==> src/rtl/core/tssa_pkg.sv <==
package tssa_pkg;

	localparam int NEURONS    = 64;
	localparam int IDX_W      = 6;
	localparam int SUM_W      = 32;
	localparam int CMDQ_DEPTH = 2;
	localparam int RESQ_DEPTH = 4;
	localparam int RESQ_LVL_W = $clog2(RESQ_DEPTH + 1);

	// request codes on the input word
	localparam logic [1:0] REQ_ADD     = 2'd0;
	localparam logic [1:0] REQ_COLLECT = 2'd1;
	localparam logic [1:0] REQ_CLEAR   = 2'd2;

	typedef enum logic [1:0] {
		OP_ADD,
		OP_COLLECT,
		OP_CLEAR
	} op_t;

	typedef struct packed {
		logic [1:0]              req_type;
		logic [IDX_W-1:0]        neuron_index;
		logic signed [SUM_W-1:0] delta;
	} in_word_t;

	typedef struct packed {
		logic [IDX_W-1:0]        out_index;
		logic signed [SUM_W-1:0] out_sum;
		logic                    last;
	} out_word_t;

	typedef struct packed {
		op_t                     op;
		logic [IDX_W-1:0]        idx;
		logic signed [SUM_W-1:0] delta;
	} cmd_t;

	// saturating signed add
	function automatic logic signed [SUM_W-1:0] sat_add(
		input logic signed [SUM_W-1:0] a,
		input logic signed [SUM_W-1:0] b
	);
		logic signed [SUM_W:0] s;
		logic signed [SUM_W-1:0] r;
		s = {a[SUM_W-1], a} + {b[SUM_W-1], b};
		if (s[SUM_W] != s[SUM_W-1]) begin
			r = s[SUM_W] ? {1'b1, {(SUM_W-1){1'b0}}} : {1'b0, {(SUM_W-1){1'b1}}};
		end else begin
			r = s[SUM_W-1:0];
		end
		return r;
	endfunction

endpackage

==> src/rtl/core/tssa_ram.sv <==
module tssa_ram #(
	parameter int WIDTH = 32,
	parameter int DEPTH = 64
) (
	input  logic                     clk,
	input  logic                     we,
	input  logic [$clog2(DEPTH)-1:0] waddr,
	input  logic [WIDTH-1:0]         wdata,
	input  logic [$clog2(DEPTH)-1:0] raddr,
	output logic [WIDTH-1:0]         rdata
);

	logic [WIDTH-1:0] mem [DEPTH];

	always_ff @(posedge clk) begin
		if (we) begin
			mem[waddr] <= wdata;
		end
		rdata <= mem[raddr];
	end

endmodule

==> src/rtl/core/tssa_front.sv <==
module tssa_front import tssa_pkg::*; (
	input  logic     clk,
	input  logic     arst_n,
	input  logic     push,
	output logic     full,
	input  in_word_t req,
	output logic     cmd_valid,
	output cmd_t     cmd,
	input  logic     cmd_pop
);

	localparam int PTR_W = $clog2(CMDQ_DEPTH);
	localparam int CNT_W = $clog2(CMDQ_DEPTH + 1);

	cmd_t             entry_q [CMDQ_DEPTH];
	logic [PTR_W-1:0] wr_ptr_q;
	logic [PTR_W-1:0] rd_ptr_q;
	logic [CNT_W-1:0] count_q;
	logic             accept;
	logic             keep;
	cmd_t             dec;

	// classify; unused request code is taken and dropped here
	always_comb begin
		dec.idx   = req.neuron_index;
		dec.delta = req.delta;
		dec.op    = OP_ADD;
		keep      = 1'b1;
		unique case (req.req_type)
			REQ_ADD:     dec.op = OP_ADD;
			REQ_COLLECT: dec.op = OP_COLLECT;
			REQ_CLEAR:   dec.op = OP_CLEAR;
			default:     keep   = 1'b0;
		endcase
	end

	assign full      = (count_q == CNT_W'(CMDQ_DEPTH));
	assign accept    = push && !full && keep;
	assign cmd_valid = (count_q != '0);
	assign cmd       = entry_q[rd_ptr_q];

	always_ff @(posedge clk or negedge arst_n) begin
		if (!arst_n) begin
			wr_ptr_q <= '0;
			rd_ptr_q <= '0;
			count_q  <= '0;
		end else begin
			if (accept) begin
				wr_ptr_q <= wr_ptr_q + 1'b1;
			end
			if (cmd_pop) begin
				rd_ptr_q <= rd_ptr_q + 1'b1;
			end
			count_q <= count_q + CNT_W'(accept) - CNT_W'(cmd_pop);
		end
	end

	always_ff @(posedge clk) begin
		if (accept) begin
			entry_q[wr_ptr_q] <= dec;
		end
	end

endmodule

==> src/rtl/core/tssa_back.sv <==
module tssa_back import tssa_pkg::*; (
	input  logic                  clk,
	input  logic                  arst_n,
	input  logic                  cmd_valid,
	input  cmd_t                  cmd,
	output logic                  cmd_pop,
	input  logic [RESQ_LVL_W-1:0] res_level,
	output logic                  res_push,
	output out_word_t             res_word
);

	typedef enum logic [2:0] {
		ST_IDLE,
		ST_ADD_WR,
		ST_SCAN,
		ST_DRAIN,
		ST_FLUSH
	} state_t;

	state_t                  state_q;
	logic [NEURONS-1:0]      touched_q;
	logic [IDX_W-1:0]        ptr_q;
	logic                    hit_s1;
	logic [IDX_W-1:0]        idx_s1;
	logic                    pend_v_q;
	logic [IDX_W-1:0]        pend_idx_q;
	logic signed [SUM_W-1:0] pend_sum_q;
	logic [IDX_W-1:0]        add_idx_q;
	logic signed [SUM_W-1:0] delta_q;

	logic [IDX_W-1:0]        raddr;
	logic [SUM_W-1:0]        rdata;
	logic                    we;
	logic signed [SUM_W-1:0] old_sum;
	logic signed [SUM_W-1:0] new_sum;
	logic                    issue_ok;

	tssa_ram #(
		.WIDTH(SUM_W),
		.DEPTH(NEURONS)
	) u_sums (
		.clk  (clk),
		.we   (we),
		.waddr(add_idx_q),
		.wdata(new_sum),
		.raddr(raddr),
		.rdata(rdata)
	);

	// an untouched entry reads as zero, so the store never needs a clearing pass
	assign old_sum = touched_q[add_idx_q] ? $signed(rdata) : '0;
	assign new_sum = sat_add(old_sum, delta_q);
	assign we      = (state_q == ST_ADD_WR);
	assign cmd_pop = (state_q == ST_IDLE) && cmd_valid;
	assign raddr   = (state_q == ST_IDLE) ? cmd.idx : ptr_q;

	// a touched entry is held back one step so the final one can carry last
	always_comb begin
		res_push = 1'b0;
		res_word = '{out_index: pend_idx_q, out_sum: pend_sum_q, last: 1'b0};
		priority if (hit_s1 && pend_v_q) begin
			res_push = 1'b1;
		end else if ((state_q == ST_FLUSH) && pend_v_q &&
				(res_level < RESQ_LVL_W'(RESQ_DEPTH))) begin
			res_push      = 1'b1;
			res_word.last = 1'b1;
		end
	end

	// a read issued now may push next cycle: keep a slot for it
	assign issue_ok = (res_level + RESQ_LVL_W'(res_push)) < RESQ_LVL_W'(RESQ_DEPTH);

	always_ff @(posedge clk or negedge arst_n) begin
		if (!arst_n) begin
			state_q   <= ST_IDLE;
			touched_q <= '0;
			ptr_q     <= '0;
			hit_s1    <= 1'b0;
			pend_v_q  <= 1'b0;
		end else begin
			hit_s1 <= (state_q == ST_SCAN) && issue_ok && touched_q[ptr_q];
			if (hit_s1) begin
				pend_v_q <= 1'b1;
			end
			unique case (state_q)
				ST_IDLE: begin
					if (cmd_valid) begin
						unique case (cmd.op)
							OP_ADD: state_q <= ST_ADD_WR;
							OP_COLLECT: begin
								ptr_q   <= '0;
								state_q <= ST_SCAN;
							end
							OP_CLEAR: touched_q <= '0;
							default: state_q <= ST_IDLE;
						endcase
					end
				end
				ST_ADD_WR: begin
					touched_q[add_idx_q] <= 1'b1;
					state_q              <= ST_IDLE;
				end
				ST_SCAN: begin
					if (issue_ok) begin
						if (ptr_q == IDX_W'(NEURONS - 1)) begin
							state_q <= ST_DRAIN;
						end else begin
							ptr_q <= ptr_q + 1'b1;
						end
					end
				end
				ST_DRAIN: state_q <= ST_FLUSH;
				ST_FLUSH: begin
					if (!pend_v_q) begin
						state_q <= ST_IDLE;
					end else if (res_push) begin
						pend_v_q <= 1'b0;
						state_q  <= ST_IDLE;
					end
				end
				default: state_q <= ST_IDLE;
			endcase
		end
	end

	always_ff @(posedge clk) begin
		if (cmd_pop) begin
			add_idx_q <= cmd.idx;
			delta_q   <= cmd.delta;
		end
		if (state_q == ST_SCAN) begin
			idx_s1 <= ptr_q;
		end
		if (hit_s1) begin
			pend_idx_q <= idx_s1;
			pend_sum_q <= $signed(rdata);
		end
	end

endmodule

==> src/rtl/core/tssa_result_queue.sv <==
module tssa_result_queue import tssa_pkg::*; (
	input  logic                  clk,
	input  logic                  arst_n,
	input  logic                  push,
	input  out_word_t             push_word,
	input  logic                  pop,
	output logic                  empty,
	output out_word_t             head,
	output logic [RESQ_LVL_W-1:0] level
);

	localparam int PTR_W = $clog2(RESQ_DEPTH);

	out_word_t        entry_q [RESQ_DEPTH];
	logic [PTR_W-1:0] wr_ptr_q;
	logic [PTR_W-1:0] rd_ptr_q;
	logic [RESQ_LVL_W-1:0] count_q;
	logic             take;

	assign empty = (count_q == '0);
	assign take  = pop && !empty;
	assign head  = entry_q[rd_ptr_q];
	assign level = count_q;

	always_ff @(posedge clk or negedge arst_n) begin
		if (!arst_n) begin
			wr_ptr_q <= '0;
			rd_ptr_q <= '0;
			count_q  <= '0;
		end else begin
			if (push) begin
				wr_ptr_q <= wr_ptr_q + 1'b1;
			end
			if (take) begin
				rd_ptr_q <= rd_ptr_q + 1'b1;
			end
			count_q <= count_q + RESQ_LVL_W'(push) - RESQ_LVL_W'(take);
		end
	end

	always_ff @(posedge clk) begin
		if (push) begin
			entry_q[wr_ptr_q] <= push_word;
		end
	end

endmodule

==> src/rtl/core/touched_set_scatter_accumulator_core.sv <==
// channel   direction  handshake     payload
// request   in         push / full   req  (req_type, neuron_index, delta)
// result    out        empty / pop   rsp  (out_index, out_sum, last)
//
// an add in the back end is a sum ram read, then a saturating write
// a clear resets the touched marks; a collect walks all 64 entries, one ram read
// per cycle while the 4-deep result queue has room, then pushes the last hit
// a 2-deep request queue lets the front keep taking words while the back works
// reset clears the touched marks; sums of untouched neurons read as zero

module touched_set_scatter_accumulator_core import tssa_pkg::*; (
	input  logic      clk,
	input  logic      arst_n,
	input  logic      push,
	output logic      full,
	input  in_word_t  req,
	output logic      empty,
	input  logic      pop,
	output out_word_t rsp
);

	logic                  cmd_valid;
	cmd_t                  cmd;
	logic                  cmd_pop;
	logic [RESQ_LVL_W-1:0] res_level;
	logic                  res_push;
	out_word_t             res_word;

	tssa_front u_front (
		.clk      (clk),
		.arst_n   (arst_n),
		.push     (push),
		.full     (full),
		.req      (req),
		.cmd_valid(cmd_valid),
		.cmd      (cmd),
		.cmd_pop  (cmd_pop)
	);

	tssa_back u_back (
		.clk      (clk),
		.arst_n   (arst_n),
		.cmd_valid(cmd_valid),
		.cmd      (cmd),
		.cmd_pop  (cmd_pop),
		.res_level(res_level),
		.res_push (res_push),
		.res_word (res_word)
	);

	tssa_result_queue u_resq (
		.clk      (clk),
		.arst_n   (arst_n),
		.push     (res_push),
		.push_word(res_word),
		.pop      (pop),
		.empty    (empty),
		.head     (rsp),
		.level    (res_level)
	);

endmodule

==> config.mk <==
export PLATFORM = sky130hd
export DESIGN_NAME = touched_set_scatter_accumulator_core
export DESIGN_NICKNAME = d
export VERILOG_FILES = /design/src/rtl/core/tssa_pkg.sv /design/src/rtl/core/tssa_ram.sv /design/src/rtl/core/tssa_front.sv /design/src/rtl/core/tssa_back.sv /design/src/rtl/core/tssa_result_queue.sv /design/src/rtl/core/touched_set_scatter_accumulator_core.sv
export SDC_FILE = /design/constraint.sdc
export NUM_CORES = 2
export LEC_CHECK = 0
export ABC_AREA = 0
export BUFFER_PORTS_ARGS = -buffer_cell sky130_fd_sc_hd__buf_2
export CELL_PAD_IN_SITES_DETAIL_PLACEMENT = 1
export CELL_PAD_IN_SITES_GLOBAL_PLACEMENT = 1
export CORE_UTILIZATION = 59
export DETAILED_ROUTE_END_ITERATION = 8
export PLACE_DENSITY_LB_ADDON = 0.1
export SETUP_SLACK_MARGIN = 0.1
export SLEW_MARGIN = 20
export SYNTH_ARGS = -nofsm -noshare
export SYNTH_HDL_FRONTEND = slang
export SYNTH_SLANG_ARGS = --single-unit
==> constraint.sdc <==
create_clock -name clk -period 22.9 [get_ports clk]
set_clock_uncertainty 0.1 [all_clocks]
set_input_delay 6.87 -clock clk [delete_from_list [all_inputs] [get_ports clk]]
set_output_delay 6.87 -clock clk [all_outputs]
set_load 0.02 [all_outputs]
==> results.yml <==
cts:
  clock_sinks: 2484
  cts_made_buffers: 237
  cts_root_buf: "clkbuf_16"
  path_clk_slew_ns: 0.06
  cts_setup_buffers: 0
  hold_buffers: 0
  cts_tree: "yes"
  htree_levels: 4
  clk_latency_ns: 0.90
  cts_max_path_buffers: 3
  cts_resized: 0
setup_path:
  worstReg2RegStart: "u_back.add_idx_q[0]$_DFFE_PP_"
  crit_cells: 3
  critical-path-top-delay-family: "buffers and inverters"
  required_ns: 15.93
  crit_buf_inv: 2
  cp_max_fo: 31
  r2r_end: "u_back.u_sums.mem[26][20]$_DFFE_PP_"
  crit_type: "reg2out"
  startpoint_type: "register"
  endpoint_kind: "primary output"
  cp_cell_sequence: "buf_4 -> mux4_2 -> buf_2"
  r2r_slack_ns: 14.54
  reg2regPathDepth: 19
  arrival_ns: 2.88
  cpPeakStageDelay_ns: 0.60
  worst_path_max_delay_cell: "dfrtp_2"
drt:
  antenna_left: 0
  drc: 0
  first_iter_violations: 7323
  vias_per_cell: 6.96
  wire_per_inst_microns: 36.8
  wirelength_mm: 305
  drt-pass1-iter-count: 6
  vias: 57600
sta:
  finalHoldViolCount: 0
  slew_viol_final: 0
  fin_tns_setup_ns: 0
  tightestPinTransition_ns: 1.29
  setup_violations: 0
  fin_crit_ns: 9.85
  slew_headroom: 0.132
  fmax_ghz: 0.102
  setup_ws_ns: 13.05
  grt_setup_unrepaired: "false"
  final.period_utilization: 0.430
floorplanning:
  initial_core_util: 0.594
  rows: 148
  core_area_sq_um: 163000
  die_w_microns: 407
  die_area_sq_um: 166000
  io_pins: 85
  die_h_microns: 407
placement:
  placed_area_sq_um: 101000
  dpl_worst_slack_ns: 13.91
  io_buffers: 84
  place.gp.congestion: 0.875
  hpwl_mm: 168
  place_inst: 7824
global_routing:
  antenna_found_initial: 19
  grt_pass1_wl_mm: 429
  grt_pass1_vias: 60200
  gr-total-overflow: 0
  track_usage: 0.372
  grt_max_degree: 107
worst_hold_path:
  worstHoldPathType: "reg2reg"
  whs_path_depth: 0
  hold_start: "u_back.idx_s1[0]$_DFFE_PP_"
  min_to: "u_back.pend_idx_q[0]$_DFFE_PP_"
yosys:
  synth_area_sq_um: 96700
  synth_edf_count: 2366
  syn_area_per_cell_sq_um: 17.0
  synth_area_leaders: "edfxtp_1, mux4_2, nand2_1"
  synth_top_area_share: 0.735
  ys_ff_latch: 2484
  netlist_instances: 5704
  synth.top_cells.by_count: "edfxtp_1, nand2_1, a21oi_1, mux4_2, clkbuf_1"
  synth_area_leader_cell: "edfxtp_1"
  ys_seq_area_frac: 0.763
  yosysMostFrequentCell: "edfxtp_1"
  synthFlopType: "edfxtp_1"
  synth_warnings: 0
  async_reset_ff_frac: 0.0346
  synth_nets: 5792
  yosysUniqueCellTypes: 78
layout:
  area_growth_syn_to_layout_pct: 12.1
  design_area_sq_um: 108000
  final_util: 0.666
  fin_cells: 8272
  nFillCells: 13700
  final_nets: 5976
  layout-drive-gt1-share: 0.183
job:
  maxCapViolCount: 0
power_and_ir_drop:
  p_per_area_nw_per_um2: 166
  p_leak_uw: 0.0359
  vdd_ir_drop_max_mv: 0.260
status:
  status: "finished clean"
## per-stage QoR
| stage | power, uW | hold WS (ns) |
|---|---|---|
| after CTS | 17800 | 0.319 |
| final | 17900 | 0.320 |
| after detailed placement | 14000 | 0.306 |
| after floorplan | 10800 | 0.300 |
| after global routing | 18300 | 0.336 |
| after global placement | 13700 | 0.313 |
## cells by family after synthesis
logic type / count (synthesis) / synth area share
mux: 424 / 0.0821
compound gates: 1140 / 0.0757
buf+inv: 372 / 0.0183
xor+xnor: 36 / 0.00334
fa+ha+maj: 48 / 0.00618
simple gates: 1200 / 0.0508
flops: 2484 / 0.763
## layer usage
layer,part of all wire,track usage,vias to the layer above
li1,-,-,22900
met1,0.36,0.474,30200
met2,0.49,0.601,3573
met3,0.093,0.0698,812
met4,0.064,0.216,2
met5,0.000043,0,-
## layout make-up
class / instances / area, sq um / share of cell area
Tap cell: 2175 / 2720 / 0.0251
Sequential cell: 2484 / 73800 / 0.681
Timing Repair Buffer: 286 / 2010 / 0.0186
Clock buffer: 315 / 6380 / 0.0588
Antenna cell: 2 / 5.00 / 0.0000462
Multi-Input combinational cell: 2848 / 22200 / 0.205
Clock inverter: 131 / 1070 / 0.00986
Inverter: 31 / 116 / 0.00107
## how the worst max path moves through the flow
stage	start	end	slack, ns
2_1_floorplan	req[39]	u_front.entry_q[0][0]$_DFFE_PP_	13.61
3_3_place_gp	u_resq.rd_ptr_q[0]$_DFFE_PN0P_	rsp[13]	13.90
3_5_place_dp	u_resq.rd_ptr_q[0]$_DFFE_PN0P_	rsp[7]	13.91
4_1_cts	u_resq.rd_ptr_q[0]$_DFFE_PN0P_	rsp[3]	12.95
5_1_grt	u_resq.rd_ptr_q[0]$_DFFE_PN0P_	rsp[3]	12.87
6_report	u_resq.rd_ptr_q[0]$_DFFE_PN0P_	rsp[28]	13.05
## sequential cells by signal, summed over array words and instances, names as in the netlist, 2 cells and up
name                 cells
u_resq.rd_ptr_q          2
u_back.pend_idx_q        6
u_back.idx_s1            6
u_back.ptr_q             6
u_resq.entry_q         156
u_back.pend_sum_q       32
u_back.u_sums.mem     2048
u_back.add_idx_q         6
u_resq.wr_ptr_q          2
u_front.entry_q         80
u_back.delta_q          32
u_front.count_q          2
u_back.u_sums.rdata     32
u_resq.level             3
u_back.state_q           3
u_back.touched_q        64
## cells in the final DEF, fill, tap and decap left out, types with 11 or more instances in the layout
cell          n
a21oi_4      22
and2_1       36
inv_1        29
nand3_1      27
o32a_1       25
a2111oi_1    11
nor4_1       41
clkinv_2     36
buf_4       197
dfxtp_1      32
a31oi_1      60
a222oi_1     20
a2111oi_0   128
nor3_1       28
nand2_1     883
a22oi_1      51
bufinv_16    14
o22ai_1      38
mux2_2       58
ha_1         43
dfrtp_1      82
o21ai_0      55
edfxtp_1   2366
o211ai_1     33
nor2_1       59
a21o_1       71
a21oi_1     522
nor2_4       70
mux4_2      289
xnor2_1      26
clkbuf_16   240
clkinv_1     60
clkbuf_1     66
o221ai_1     30
buf_2        83
mux2i_1      73
## power breakdown
| part | switching, uW | internal [uW] |
|---|---|---|
| combinational | 5420 | 1710 |
| sequential | 142 | 6870 |
| clock | 1700 | 2110 |
Power figures use the tool's default switching activity.
